==> src/sv/clkm_pkg.sv <==
package clkm_pkg;

  // special characters of the line protocol
  localparam logic [7:0] CH_CR    = 8'd13;
  localparam logic [7:0] CH_LF    = 8'd10;
  localparam logic [7:0] CH_SPACE = 8'd32;
  localparam logic [7:0] CH_NUL   = 8'd0;

  // configuration register indexes
  localparam logic [2:0] CFG_ENTRY_COUNT = 3'd0;
  localparam logic [2:0] CFG_KW0_TEXT    = 3'd1;
  localparam logic [2:0] CFG_KW0_LENGTH  = 3'd2;
  localparam logic [2:0] CFG_KW1_TEXT    = 3'd3;
  localparam logic [2:0] CFG_KW1_LENGTH  = 3'd4;
  localparam logic [2:0] CFG_KW2_TEXT    = 3'd5;
  localparam logic [2:0] CFG_KW2_LENGTH  = 3'd6;

  // register indexes per table entry, entry 0 in the lowest slot
  localparam logic [2:0][2:0] CFG_TEXT_IDX = {CFG_KW2_TEXT, CFG_KW1_TEXT, CFG_KW0_TEXT};
  localparam logic [2:0][2:0] CFG_LEN_IDX  =
    {CFG_KW2_LENGTH, CFG_KW1_LENGTH, CFG_KW0_LENGTH};

  // reset contents of the keyword table: "!showall", "!help", "!?"
  localparam logic [1:0] ENTRY_COUNT_RST = 2'd3;
  localparam logic [2:0][63:0] KW_TEXT_RST =
    {64'd16161, 64'd482854922273, 64'd7812726619179086625};
  localparam logic [2:0][3:0] KW_LEN_RST = {4'd2, 4'd5, 4'd8};

  // result item, matched in the lowest bit
  typedef struct packed {
    logic [6:0] line_length;
    logic [5:0] arg_length;
    logic [1:0] command_index;
    logic       matched;
  } res_t;

endpackage

==> src/sv/command_line_keyword_matcher.sv <==
// Command line keyword matcher.
// The input stream carries one received character per request (in_tdata).
// Carriage returns are dropped, a line feed closes the line, and the line
// also closes when its counted bytes reach LINE_LIMIT. The head (bytes before
// the first space that is not preceded by a zero byte) is compared with up
// to three keywords held in the configuration registers; the lowest entry
// in use that matches exactly in length and bytes wins.
// One result request per closed line leaves on the output stream; lines
// that have not closed give nothing.
// Timing: a character is taken into an input register, then the line state
// and result register are updated from it when it drains, so out_tvalid
// rises once the closing character has moved on into the result register.
// One character is taken every cycle while no result is held by a stalled
// receiver; the per-character compare against all entries runs in parallel.
// When the receiver stalls with a result waiting, the result register holds
// and the character in the input register waits behind it, so in_tready
// drops once that register is full, whether or not the character closes a line.
// Reset clears the line state and loads the default keyword table.
// The configuration channel is always ready; write it only while idle.
module command_line_keyword_matcher #(
  parameter int LINE_LIMIT    = 64,
  parameter int KEYWORD_BYTES = 8,
  parameter int TABLE_ENTRIES = 3
) (
  input  logic        clk,
  input  logic        rst_n,
  // input stream
  input  logic        in_tvalid,
  output logic        in_tready,
  input  logic [7:0]  in_tdata,   // [7:0] rx_byte
  // result stream
  output logic        out_tvalid,
  input  logic        out_tready,
  output logic [15:0] out_tdata,  // [0] matched, [2:1] command_index,
                                  // [8:3] arg_length, [15:9] line_length
  // configuration writes
  input  logic        cfg_valid,
  output logic        cfg_ready,
  input  logic [2:0]  cfg_index,
  input  logic [63:0] cfg_data
);

  localparam int CW = $clog2(LINE_LIMIT + 1);
  localparam int TW = 8 * KEYWORD_BYTES;
  localparam int WW = 9;

  // keyword table
  logic [1:0]                          entry_count_r;
  logic [TABLE_ENTRIES-1:0][TW-1:0]    kw_text_r;
  logic [TABLE_ENTRIES-1:0][3:0]       kw_len_r;

  // input register
  logic       in_valid_r, in_valid_nxt;
  logic [7:0] in_byte_r;

  // line state
  logic [CW-1:0]            char_count_r, char_count_nxt;
  logic [CW-1:0]            head_count_r, head_count_nxt;
  logic                     space_found_r, space_found_nxt;
  logic                     nul_seen_r, nul_seen_nxt;
  logic [TABLE_ENTRIES-1:0] still_match_r, still_match_nxt;

  // result register
  logic              out_valid_r, out_valid_nxt;
  clkm_pkg::res_t    out_res_r, out_res_nxt;

  logic                     advance, fire, is_cr, is_lf, take_head, line_close, hit;
  logic [CW-1:0]            count_inc;
  logic [TABLE_ENTRIES-1:0] byte_hit;
  logic [1:0]               hit_idx;
  logic [WW-1:0]            arg_w, head_w, count_w;

  assign cfg_ready  = 1'b1;
  assign advance    = !out_valid_r || out_tready;
  assign fire       = in_valid_r && advance;
  assign in_tready  = !in_valid_r || advance;
  assign out_tvalid = out_valid_r;
  assign out_tdata  = out_res_r;

  // configuration writes, out of range indexes ignored
  always_ff @(posedge clk) begin
    if (!rst_n) begin
      entry_count_r <= clkm_pkg::ENTRY_COUNT_RST;
      for (int k = 0; k < TABLE_ENTRIES; k++) begin
        kw_text_r[k] <= clkm_pkg::KW_TEXT_RST[k][TW-1:0];
        kw_len_r[k]  <= clkm_pkg::KW_LEN_RST[k];
      end
    end else if (cfg_valid) begin
      if (cfg_index == clkm_pkg::CFG_ENTRY_COUNT) begin
        entry_count_r <= cfg_data[1:0];
      end
      for (int k = 0; k < TABLE_ENTRIES; k++) begin
        if (cfg_index == clkm_pkg::CFG_TEXT_IDX[k]) begin
          kw_text_r[k] <= cfg_data[TW-1:0];
        end
        if (cfg_index == clkm_pkg::CFG_LEN_IDX[k]) begin
          kw_len_r[k] <= cfg_data[3:0];
        end
      end
    end
  end

  // input register load and drain
  always_comb begin
    in_valid_nxt = in_valid_r;
    if (in_tvalid && in_tready) begin
      in_valid_nxt = 1'b1;
    end else if (fire) begin
      in_valid_nxt = 1'b0;
    end
  end

  always_ff @(posedge clk) begin
    if (in_tvalid && in_tready) begin
      in_byte_r <= in_tdata;
    end
  end

  // per-entry compare of the current head byte
  always_comb begin
    for (int k = 0; k < TABLE_ENTRIES; k++) begin
      byte_hit[k] = 1'b0;
      for (int j = 0; j < KEYWORD_BYTES; j++) begin
        if (head_count_r == CW'(j) && {1'b0, 4'(j)} < {1'b0, kw_len_r[k]} &&
            kw_text_r[k][8*j +: 8] == in_byte_r) begin
          byte_hit[k] = 1'b1;
        end
      end
    end
  end

  // line state update and result build
  always_comb begin
    is_cr           = (in_byte_r == clkm_pkg::CH_CR);
    is_lf           = (in_byte_r == clkm_pkg::CH_LF);
    count_inc       = char_count_r + 1'b1;
    take_head       = !space_found_r && (nul_seen_r || in_byte_r != clkm_pkg::CH_SPACE);
    char_count_nxt  = char_count_r;
    head_count_nxt  = head_count_r;
    space_found_nxt = space_found_r;
    nul_seen_nxt    = nul_seen_r;
    still_match_nxt = still_match_r;
    out_valid_nxt   = out_valid_r && !out_tready;
    out_res_nxt     = out_res_r;

    if (fire && !is_cr && !is_lf) begin
      char_count_nxt = count_inc;
      if (take_head) begin
        if (in_byte_r == clkm_pkg::CH_NUL) begin
          nul_seen_nxt = 1'b1;
        end
        still_match_nxt = still_match_r & byte_hit;
        head_count_nxt  = head_count_r + 1'b1;
      end else if (!space_found_r) begin
        space_found_nxt = 1'b1;
      end
    end

    line_close = fire && (is_lf || (!is_cr && count_inc >= CW'(LINE_LIMIT)));

    // lowest matching entry in use
    hit     = 1'b0;
    hit_idx = 2'd0;
    head_w  = {{(WW-CW){1'b0}}, head_count_nxt};
    for (int k = TABLE_ENTRIES - 1; k >= 0; k--) begin
      if (2'(k) < entry_count_r && still_match_nxt[k] &&
          head_w == {{(WW-4){1'b0}}, kw_len_r[k]}) begin
        hit     = 1'b1;
        hit_idx = 2'(k);
      end
    end

    count_w = {{(WW-CW){1'b0}}, char_count_nxt};
    arg_w   = space_found_nxt ? (count_w - head_w - 1'b1) : '0;

    if (line_close) begin
      out_valid_nxt             = 1'b1;
      out_res_nxt.matched       = hit;
      out_res_nxt.command_index = hit_idx;
      out_res_nxt.arg_length    = arg_w[5:0];
      out_res_nxt.line_length   = count_w[6:0];
      char_count_nxt            = '0;
      head_count_nxt            = '0;
      space_found_nxt           = 1'b0;
      nul_seen_nxt              = 1'b0;
      still_match_nxt           = '1;
    end
  end

  // control registers
  always_ff @(posedge clk) begin
    if (!rst_n) begin
      in_valid_r    <= 1'b0;
      out_valid_r   <= 1'b0;
      char_count_r  <= '0;
      head_count_r  <= '0;
      space_found_r <= 1'b0;
      nul_seen_r    <= 1'b0;
      still_match_r <= '1;
    end else begin
      in_valid_r    <= in_valid_nxt;
      out_valid_r   <= out_valid_nxt;
      char_count_r  <= char_count_nxt;
      head_count_r  <= head_count_nxt;
      space_found_r <= space_found_nxt;
      nul_seen_r    <= nul_seen_nxt;
      still_match_r <= still_match_nxt;
    end
  end

  // result payload
  always_ff @(posedge clk) begin
    out_res_r <= out_res_nxt;
  end

endmodule
==> config.mk <==
export PLATFORM = sky130hd
export DESIGN_NAME = command_line_keyword_matcher
export DESIGN_NICKNAME = d
export VERILOG_FILES = /design/src/sv/clkm_pkg.sv /design/src/sv/command_line_keyword_matcher.sv
export SDC_FILE = /design/constraint.sdc
export NUM_CORES = 1
export LEC_CHECK = 0
export BUFFER_PORTS_ARGS = -buffer_cell sky130_fd_sc_hd__buf_2
export CORE_UTILIZATION = 30
export CTS_BUF_LIST = sky130_fd_sc_hd__clkbuf_16
export DETAILED_ROUTE_END_ITERATION = 10
export PLACE_DENSITY = 0.58
export SLEW_MARGIN = 10
export SYNTH_ARGS = -nofsm -noshare
export SYNTH_HDL_FRONTEND = slang
export SYNTH_SLANG_ARGS = --single-unit
==> constraint.sdc <==
create_clock -name clk -period 4.7 [get_ports clk]
set_input_delay 0.94 -clock clk [delete_from_list [all_inputs] [get_ports clk]]
set_output_delay 0.94 -clock clk [all_outputs]
set_load 0.005 [all_outputs]
Word level (Yosys, flattened, before mapping)
Index checks and enable logic that the tools add are counted.
Storage, ports and cells
  register bits: 251
  input bits: 80
  output and inout bits: 19
Operators by class
  add/subtract/negate cells: 4
  magnitude comparators: 28
  equal/unequal tests: 43
  mux-type cells: 37
  bitwise operators: 2
  reductions and logical operators: 86
Operators by type and width (number)
  8-bit equality test: 24
  1-bit logical AND: 62
  3-bit by 4-bit less-than comparator with 1-bit output, first input constant: 12
  1-bit 2-to-1 mux: 31
  7-bit by 3-bit equality test with 1-bit output, second input constant: 4
  1-bit by 4-bit less-than comparator with 1-bit output, first input constant: 6
  2-bit by 4-bit less-than comparator with 1-bit output, first input constant: 6
  7-bit by 4-bit equality test with 1-bit output: 3
  7-bit 2-to-1 mux: 3
  8-bit by 4-bit equality test with 1-bit output, second input constant: 2
  7-bit by 1-bit adder with 7-bit output, second input constant: 2
  7-bit by 2-bit equality test with 1-bit output, second input constant: 2
  2-bit AND reduction: 7
  3-bit equality test, second input constant: 3
  8-bit logical NOT: 1
  8-bit by 6-bit inequality test with 1-bit output, second input constant: 1
  7-bit by 1-bit equality test with 1-bit output, second input constant: 1
  7-bit greater-or-equal comparator, second input constant: 1
  7-bit logical NOT: 1
  3-bit by 2-bit equality test with 1-bit output, second input constant: 2
  1-bit logical NOT: 6
  3-bit 2-to-1 mux: 2
  6-bit by 2-bit subtractor with 6-bit output, second input constant: 1
  6-bit subtractor: 1
  other kinds (11): 16

Longest topological paths before layout
Gate-level depths: netlist of the first run.
  word-level depth: 18
  mapped depth: 14
  gate-level depth less buffers: 12

Least setup slack after synthesis of the first run
Ideal clock, no wire load.
  path kind: in2reg
  start: input port out_tready
  end: register out_res_r, in the netlist out_tdata[8] (data pin)
  arrival time: 3.227 ns
  data required time: 4.431 ns
  setup slack: 1.205 ns
  stages on the path: 13
  cells stage by stage: nor2b_1 -> nand2b_1 -> clkbuf_1 -> nor2_1 -> mux2_2 -> ha_1 -> a21o_1 -> a21oi_1 -> o21bai_1 -> a21oi_1 -> xor2_1 -> xnor2_1 -> nor2_1
Between the ends
  word-level cells in the longest chain between the ends: 7
  elaborated cells between the ends (all ways): 9
RTL lines
  start, declared: RTL line command_line_keyword_matcher.sv:33  | input logic out_tready,
  1-bit logical OR: RTL line command_line_keyword_matcher.sv:74  | assign advance = !out_valid_r || out_tready;
  1-bit logical AND: RTL line command_line_keyword_matcher.sv:75  | assign fire = in_valid_r && advance;
  1-bit logical AND (2 in a row): RTL line command_line_keyword_matcher.sv:146  | if (fire && !is_cr && !is_lf) begin
  7-bit 2-to-1 mux: RTL line command_line_keyword_matcher.sv:146
  named net count_w[1]: RTL line command_line_keyword_matcher.sv:71  | logic [WW-1:0] arg_w, head_w, count_w;
  6-bit subtractor: RTL line command_line_keyword_matcher.sv:174  | arg_w = space_found_nxt ? (count_w - head_w - 1'b1) : '0;
  6-bit by 2-bit subtractor with 6-bit output: RTL line command_line_keyword_matcher.sv:174
  end signal, assigned: RTL line command_line_keyword_matcher.sv:213  | out_res_r <= out_res_nxt;
  end, declared: RTL line command_line_keyword_matcher.sv:65  | clkm_pkg::res_t out_res_r, out_res_nxt;
The timed path passes the listed nets, and every way through them passes these cells.
A chain may end at the register's enable or synchronous reset.

Worst setup path in the final report of the first run
  start: register in_byte_r[0]
  end: register out_res_r, in the netlist out_tdata[8] (data pin)
Between the ends
  word-level cells in the longest chain between the ends: 7
  elaborated cells between the ends (all ways): 16
RTL lines
  start, declared: RTL line command_line_keyword_matcher.sv:54  | logic [7:0] in_byte_r;
  start signal, assigned: RTL line command_line_keyword_matcher.sv:115  | in_byte_r <= in_tdata;
  8-bit by 4-bit equality test with 1-bit output: RTL line command_line_keyword_matcher.sv:134  | is_cr = (in_byte_r == clkm_pkg::CH_CR);
  1-bit logical NOT: RTL line command_line_keyword_matcher.sv:146
  1-bit logical AND: RTL line command_line_keyword_matcher.sv:146
  1-bit logical AND *: RTL line command_line_keyword_matcher.sv:146
  7-bit 2-to-1 mux *: RTL line command_line_keyword_matcher.sv:146
  named net count_w[1]: RTL line command_line_keyword_matcher.sv:71
  6-bit subtractor *: RTL line command_line_keyword_matcher.sv:174
  6-bit by 2-bit subtractor with 6-bit output *: RTL line command_line_keyword_matcher.sv:174
The timed path passes the listed nets; every way through them passes the cells marked *.

==> results of run 1 <==
## power groups by stage
stage	registers [W]	clock network [W]	logic (W)
2_1_floorplan	0.00229	0	0.000369
3_3_place_gp	0.00231	0	0.000535
3_5_place_dp	0.00231	0	0.000537
4_1_cts	0.00226	0.00205	0.000540
5_1_grt	0.00227	0.00213	0.000591
6_report	0.00226	0.00201	0.000536
## final timing paths
| kind | slack, ps | start | to |
|---|---|---|---|
| hold / removal | 470 | kw_text_r[156] | kw_text_r[156] |
| setup reg to reg | 1010 | in_byte_r[0] | out_tdata[8] |
| hold reg to reg | 470 | kw_text_r[156] | kw_text_r[156] |
| setup / recovery | 1010 | in_byte_r[0] | out_tdata[8] |
## synth_stat cells, types with 4 or more instances
cell type  number  share of area (%)
nand2_1       404                 12
dfxtp_1       227                 37
a21boi_0      135                8.2
xor2_1        124                8.8
xnor2_1        87                6.1
clkbuf_1       82                2.5
nand3_1        78                3.1
nor2_1         33                1.0
nand4_1        32                1.6
nor4_1         27                1.4
edfxtp_1       24                5.8
nor2b_1        21                1.1
nor3_1         19               0.77
buf_1          15               0.45
inv_1          14               0.42
mux2i_1        14                1.1
a21oi_1        11               0.44
ha_1           10                1.0
nor3b_1         8               0.48
nand2b_1        7               0.35
o21ai_0         7               0.28
buf_2           6               0.24
and3_1          5               0.25
o2111ai_1       5               0.35
o41ai_1         5               0.35
a31oi_1         4               0.20
or4_1           4               0.24
xnor3_1         4               0.73
## kinds of logic after synthesis
kind of cell / count (synthesis) / synth area share [%]
and+or+nand+nor: 653 / 23.5
adders and majority gates: 11 / 1.17
DFF: 251 / 42.4
AOI/OAI and AO/OA: 198 / 12.0
buffers and inverters: 121 / 3.93
other: 1 / 0.0302
xor gates and xnor gates: 215 / 15.6
muxes: 16 / 1.34
## cell usage in the layout, fill, tap and decap left out, drive strengths merged, types with 5 or more instances in the layout
cell type | synthesis | final
a21oi | 11 | 11
and3 | 5 | 5
o41ai | 5 | 5
nor3b | 8 | 8
nor2b | 21 | 21
inv | 14 | 26
buf | 25 | 118
nor4 | 27 | 27
or4 | 5 | 5
nand2 | 404 | 404
nand2b | 7 | 7
o2111ai | 5 | 5
xnor2 | 87 | 87
nand3 | 78 | 78
o21ai | 8 | 8
nor2 | 33 | 33
nor3 | 20 | 20
clkbuf | 82 | 27
nand4 | 32 | 32
clkinv | 0 | 6
a21boi | 135 | 135
edfxtp | 24 | 24
xor2 | 124 | 124
mux2i | 14 | 14
ha | 10 | 10
dfxtp | 227 | 227
## sequential cells by signal (all words and copies together), names as in the netlist, 2 cells and up
signal	flops
kw_text_r	192
still_match_r	3
head_count_r	7
in_byte_r	8
kw_len_r	12
char_count_r	7
out_tdata	16
entry_count_r	2
## final cells by class
| class | count | area, sq um | share of cell area [%] |
|---|---|---|---|
| Multi-Input combinational cell | 1094 | 6700 | 47.4 |
| Sequential cell | 251 | 5270 | 37.2 |
| Clock buffer | 27 | 676 | 4.78 |
| Tap cell | 532 | 666 | 4.71 |
| Timing Repair Buffer | 118 | 646 | 4.57 |
| Clock inverter | 20 | 133 | 0.938 |
| Inverter | 14 | 52.6 | 0.372 |
| Antenna cell | 1 | 2.50 | 0.0177 |
## through the flow
step                      utilization (%)  instance area [sq um]
final                                34.6                  14100
after global placement               32.6                  13300
after global routing                 34.6                  14100
after floorplan                         -                  12400
after CTS                            34.6                  14100
after detailed placement             32.6                  13300
## metal layers
metal | global-route usage [%] | up-vias | wire length (microns)
li1 | - | 4971 | -
met4 | 4.92 | 4 | 763
met1 | 23.3 | 4833 | 16800
met5 | 0 | - | 24
met3 | 2.83 | 43 | 2090
met2 | 29.3 | 231 | 17400
## critical path, stage by stage (launching register included)
cell      delay, ps
edfxtp_1        600
and3b_1         280
o2111a_1        360
nor2_1          350
mux2_2          440
ha_1            290
a21o_1          180
a21oi_1         230
o21bai_1         90
a21oi_1         180
xor2_1          220
xnor2_1         150
nor2_1           60
==> results.py, run 1 <==
metrics = {
    "status": {
        "outcome": "finished clean",
    },
    "floorplan": {
        "initial_utilization_pct": 30.4,
        "dieArea_sq_um": 42200,
        "die_h_microns": 205,
        "io_pins": 99,
        "rows": 74,
        "die_width_microns": 205,
        "core_area_sq_um": 40800,
    },
    "pwr": {
        "clock_power_share_pct": 41.7,
        "comb_power_share_pct": 11.2,
        "ir_worst_vdd_mv": 0.295,
        "power_w": 0.00481,
        "seq_power_share_pct": 47.1,
        "p_leak_nw": 5.39,
        "power.density_nw_per_um2": 340,
        "internal-power_w": 0.00356,
        "netSwitchingPower_w": 0.00124,
        "swShare_pct": 25.8,
    },
    "drt": {
        "via_per_inst": 4.90,
        "first_pass_iters": 4,
        "antenna_left": 0,
        "drt-initial-drc-count": 625,
        "post_drt_wl_per_cell_microns": 18.0,
        "vias": 10100,
        "drc_errors": 0,
        "wl_microns": 37000,
    },
    "yosys": {
        "synthCells": 1466,
        "synth_enable_flop_cells": 24,
        "avgSynthCellArea_sq_um": 8.46,
        "synth_cell_types": 63,
        "synth-main-ff-cell": "dfxtp_1",
        "ys_ff_latch": 251,
        "yosys_warnings": 0,
        "syn_area_sq_um": 12400,
        "syn_nets": 1557,
        "async_flop_share_pct": 0,
        "ys_seq_area_share_pct": 42.4,
    },
    "hold_path": {
        "hold_path_class": "reg -> reg",
        "hold_path_depth": 2,
    },
    "placed_design": {
        "place_congestion": 0.861,
        "place_ws_ps": 792,
        "hpwl_microns": 24600,
        "place_inst": 2009,
        "port_buffers": 97,
    },
    "grt": {
        "antenna_found_initial": 3,
        "grtUsageTotal_pct": 17.6,
        "overflow": 0,
        "grt_pass1_wl_microns": 57500,
        "grt_max_degree": 74,
        "grt_pass1_vias": 9649,
    },
    "clock_tree": {
        "cts_root_buffer": "clkbuf_16",
        "cts_sinks": 251,
        "clkLatencyLatePin_ps": 540,
        "cts-hold-fix-buffers": 0,
        "ctsHtreeMaxLevel": 1,
        "cts.repair.resized": 0,
        "clock_path_buffers": 3,
        "cts_tree": "done",
        "clk_pin_slew_ps": 60,
        "cts-buffers-inserted": 27,
        "cts_setup_buffers": 0,
    },
    "timing": {
        "setup_viol": 0,
        "fin_tns_setup_ps": 0,
        "fmax_mhz": 271,
        "worst_slew_pin_slew_ps": 1010,
        "layout_setup_ws_ps": 1010,
        "rsz0062_at_grt": "no",
        "period_needed_ps": 3690,
        "fin_crit_sh_pct": 78.5,
        "hold_ws_ps": 474,
        "hold_viol_final": 0,
        "fin_worst_skew_ps": 8.47,
        "slew_viol_final": 0,
        "relSlewSlack_pct": 32.9,
    },
    "job": {
        "maxCapViolCount": 0,
    },
    "setup_path": {
        "cp_data_arrival_time_ps": 3960,
        "cp-start-kind": "register",
        "critPathRequiredTime_ps": 4970,
        "critPathKind": "reg -> reg",
        "critPathMaxFanout": 10,
        "r2r_cells": 12,
        "endpoint_kind": "register",
    },
    "cells_and_area": {
        "stdcell_count": 2057,
        "nFillCells": 4275,
        "drive_gt1_share_pct": 10.8,
        "syn2layout_area_growth_pct": 13.9,
        "nNetsFinal": 1597,
    },
}
Power figures use the tool's default switching activity.
==> inputs of run 2 (changes only) <==
--- a/config.mk
+++ b/config.mk
@@ -5,6 +5,7 @@
 export SDC_FILE = /design/constraint.sdc
 export NUM_CORES = 1
 export LEC_CHECK = 0
+export ABC_AREA = 1
 export BUFFER_PORTS_ARGS = -buffer_cell sky130_fd_sc_hd__buf_2
 export CORE_UTILIZATION = 30
 export CTS_BUF_LIST = sky130_fd_sc_hd__clkbuf_16
==> constraint.sdc (replaced) <==
create_clock -name clk -period 3.7 [get_ports clk]
set_input_delay 0.74 -clock clk [delete_from_list [all_inputs] [get_ports clk]]
set_output_delay 0.74 -clock clk [all_outputs]
set_load 0.005 [all_outputs]
==> run 2 against run 1 <==
Net effect:
- cell count is 19% higher
- count of clock-buffer cells in the layout increased by 1
- flip-flop and latch count did not move
- critical path depth rose by 8
- sequential power grew 28%
- sequential share of layout area decreased by 0.77 points
- highest routed layer is now met4
==> results.py, run 2 <==
metrics = {
    "yosys": {
        "synth_area_leaders": "dfxtp_1 36%, nand2_1 13%, nor2_1 10%, o21ai_0 8.4%, edfxtp_1 5.7%",
        "synth_top_family_by_area": "simple AND/OR/NAND/NOR gates",
        "muxShareOfSynthArea_pct": 0,
        "yosys_warnings": 0,
        "ys_ff_latch": 251,
        "synth_cell_types": 47,
        "synth_compound_area_share_pct": 14.7,
        "syn_area_sq_um": 12600,
        "synthCells": 1850,
        "synth_top_cell_area_share_pct": 36.0,
        "ys_seq_area_share_pct": 41.7,
        "yosysMostFrequentCell": "nand2_1",
        "yosys-top-cells-count": "428 x nand2_1, 336 x nor2_1, 227 x dfxtp_1",
        "yosys.area_share.simple_pct": 29.2,
        "synth_xor_area_share_pct": 5.00,
        "synth-main-ff-cell": "dfxtp_1",
        "synth_enable_flop_cells": 24,
        "yosysTopAreaCell": "dfxtp_1",
        "synth_fa_ha_area_share_pct": 1.15,
        "avgSynthCellArea_sq_um": 6.83,
        "syn_nets": 1941,
        "async_flop_share_pct": 0,
    },
    "clock_tree": {
        "cts_root_buffer": "clkbuf_16",
        "cts_setup_buffers": 0,
        "ctsHtreeMaxLevel": 1,
        "cts_sinks": 251,
        "clkLatencyLatePin_ps": 570,
        "cts-buffers-inserted": 28,
        "cts-hold-fix-buffers": 0,
        "cts.repair.resized": 0,
        "clk_pin_slew_ps": 60,
        "clock_path_buffers": 3,
        "cts_tree": "done",
    },
    "placed_design": {
        "place_congestion": 0.892,
        "hpwl_microns": 29100,
        "port_buffers": 97,
        "place_inst": 2410,
        "place_area_sq_um": 13700,
    },
    "setup_path": {
        "critPathMaxFanout": 11,
        "critPathRequiredTime_ps": 3980,
        "reg2reg_slack_ps": 600,
        "cp_data_arrival_time_ps": 3380,
        "crit-reg2reg-launch": "in_byte_r[2]",
        "r2r_cells": 20,
        "cp-start-kind": "register",
        "endpoint_kind": "register",
        "reg2reg_to": "out_tdata[8]",
        "critPathKind": "reg -> reg",
    },
    "drt": {
        "wl_microns": 43000,
        "routed-wl-met2_microns": 20000,
        "vias": 12100,
        "top_layer": "met4",
        "post_drt_wl_per_cell_microns": 17.5,
        "wl_met3_microns": 2850,
        "drt-initial-drc-count": 968,
        "first_pass_iters": 5,
        "drc_errors": 0,
        "antenna_left": 0,
        "met1_length_microns": 18900,
        "via_per_inst": 4.92,
    },
    "floorplan": {
        "dieArea_sq_um": 43000,
        "die_width_microns": 207,
        "rows": 74,
        "initial_utilization_pct": 30.7,
        "die_h_microns": 207,
        "core_area_sq_um": 41200,
        "io_pins": 99,
    },
    "timing": {
        "hold_viol_final": 0,
        "fin_tns_setup_ps": 0,
        "setup_viol": 0,
        "relSlewSlack_pct": 44.2,
        "rsz0062_at_grt": "no",
        "fin_crit_sh_pct": 83.9,
        "fmax_mhz": 322,
        "period_needed_ps": 3100,
        "fin_worst_skew_ps": 26.5,
        "worst_slew_pin_slew_ps": 837,
        "slew_viol_final": 0,
    },
    "hold_path": {
        "hold_path_depth": 1,
        "min_to": "in_byte_r[5]",
        "hold_path_class": "in -> reg",
        "hold_start": "in_tdata[5]",
    },
    "cells_and_area": {
        "top_register": "kw_text_r",
        "largest_register_ffs": 192,
        "layout_common_cells": "428 x nand2_1, 334 x nor2_1, 227 x dfxtp_1",
        "nNetsFinal": 1999,
        "stdcell_count": 2456,
        "insertedDiodeCount": 0,
        "layout_commonest_cell": "nand2_1",
        "nFillCells": 4385,
        "syn2layout_area_growth_pct": 14.2,
        "fin_area_sq_um": 14400,
        "drive_gt1_share_pct": 10.2,
    },
    "grt": {
        "antenna_found_initial": 1,
        "grt_max_degree": 201,
        "grtUsageTotal_pct": 19.8,
        "grt_pass1_vias": 11400,
        "grt_pass1_wl_microns": 66200,
        "overflow": 0,
    },
    "pwr": {
        "ir_worst_vdd_mv": 0.320,
        "p_leak_nw": 6.49,
        "power.density_nw_per_um2": 431,
    },
    "status": {
        "outcome": "finished clean",
    },
    "job": {
        "maxCapViolCount": 0,
    },
}
-- run 2: cell count changes after synthesis, moves of 76 or more --
| cell | previous run | this run |
|---|---|---|
| a21boi_0 | 135 | 1 |
| a21oi_1 | 11 | 87 |
| inv_1 | 14 | 153 |
| nor2_1 | 33 | 336 |
| o21ai_0 | 7 | 211 |
| xor2_1 | 124 | 35 |
-- run 2: logic make-up (layout without fill, tap and decap cells) --
group	count (synthesis)	count (layout)
xor+xnor	70	70
fa+ha+maj	11	11
simple gates	910	910
buf+inv	260	334
compound gates	347	347
other cells	1	1
flops	251	251
-- run 2: worst max-delay path by stage --
stage                 startpoint  cells past startpoint           end  slack, ps
finish              in_byte_r[2]                     20  out_tdata[8]        600
global route        in_byte_r[2]                     20  out_tdata[8]        250
CTS                 in_byte_r[2]                     20  out_tdata[8]        570
detailed placement    out_tready                     18  out_tdata[8]        270
global placement      out_tready                     18  out_tdata[8]        300
floorplan             out_tready                     19  out_tdata[8]        610
-- run 2: where the power goes --
part | total [W] | switching [W] | internal (W)
sequential | 0.00290 | 0.0000660 | 0.00284
clock | 0.00249 | 0.00114 | 0.00135
combinational | 0.000828 | 0.000558 | 0.000270
total | 0.00622 | 0.00176 | 0.00446
-- run 2: metal layers --
layer  up-vias  GRT usage (%)
li1       6025              -
met1      5608           25.6
met2       380           33.5
met5         -              0
met3        73           3.68
met4         0           6.07
-- run 2: final cells by class --
type / instances / area [sq um] / area share (%)
Multi-Input combinational cell: 1339 / 6350 / 44.0
Sequential cell: 251 / 5270 / 36.5
Timing Repair Buffer: 125 / 748 / 5.18
Clock buffer: 28 / 701 / 4.85
Tap cell: 532 / 666 / 4.61
Inverter: 163 / 617 / 4.27
Clock inverter: 18 / 82.6 / 0.572
-- run 2: worst max-delay path, stage by stage (launching register included) --
cell      delay, ps
edfxtp_1        350
buf_4           250
inv_1            90
nand2_1         100
nor2_1           60
nand2_2          80
nand2_2          60
nor2_4          100
buf_4           220
nand3_4         110
xor2_4          250
ha_1            310
a21oi_1         150
nand2_1         100
nand2_1          80
nand2_1          60
a21oi_1         150
or2_1           140
nand2_1          50
nand2_1          50
a21oi_1          50
-- run 2: through the flow --
step	setup slack (ps)	hold slack [ps]	utilization [%]	total power (W)
3_3_place_gp	304	451	33.1	0.00377
5_1_grt	252	350	35.0	0.00646
4_1_cts	570	339	35.0	0.00626
6_report	596	364	35.0	0.00622
2_1_floorplan	612	414	-	0.00348
3_5_place_dp	267	454	33.1	0.00378
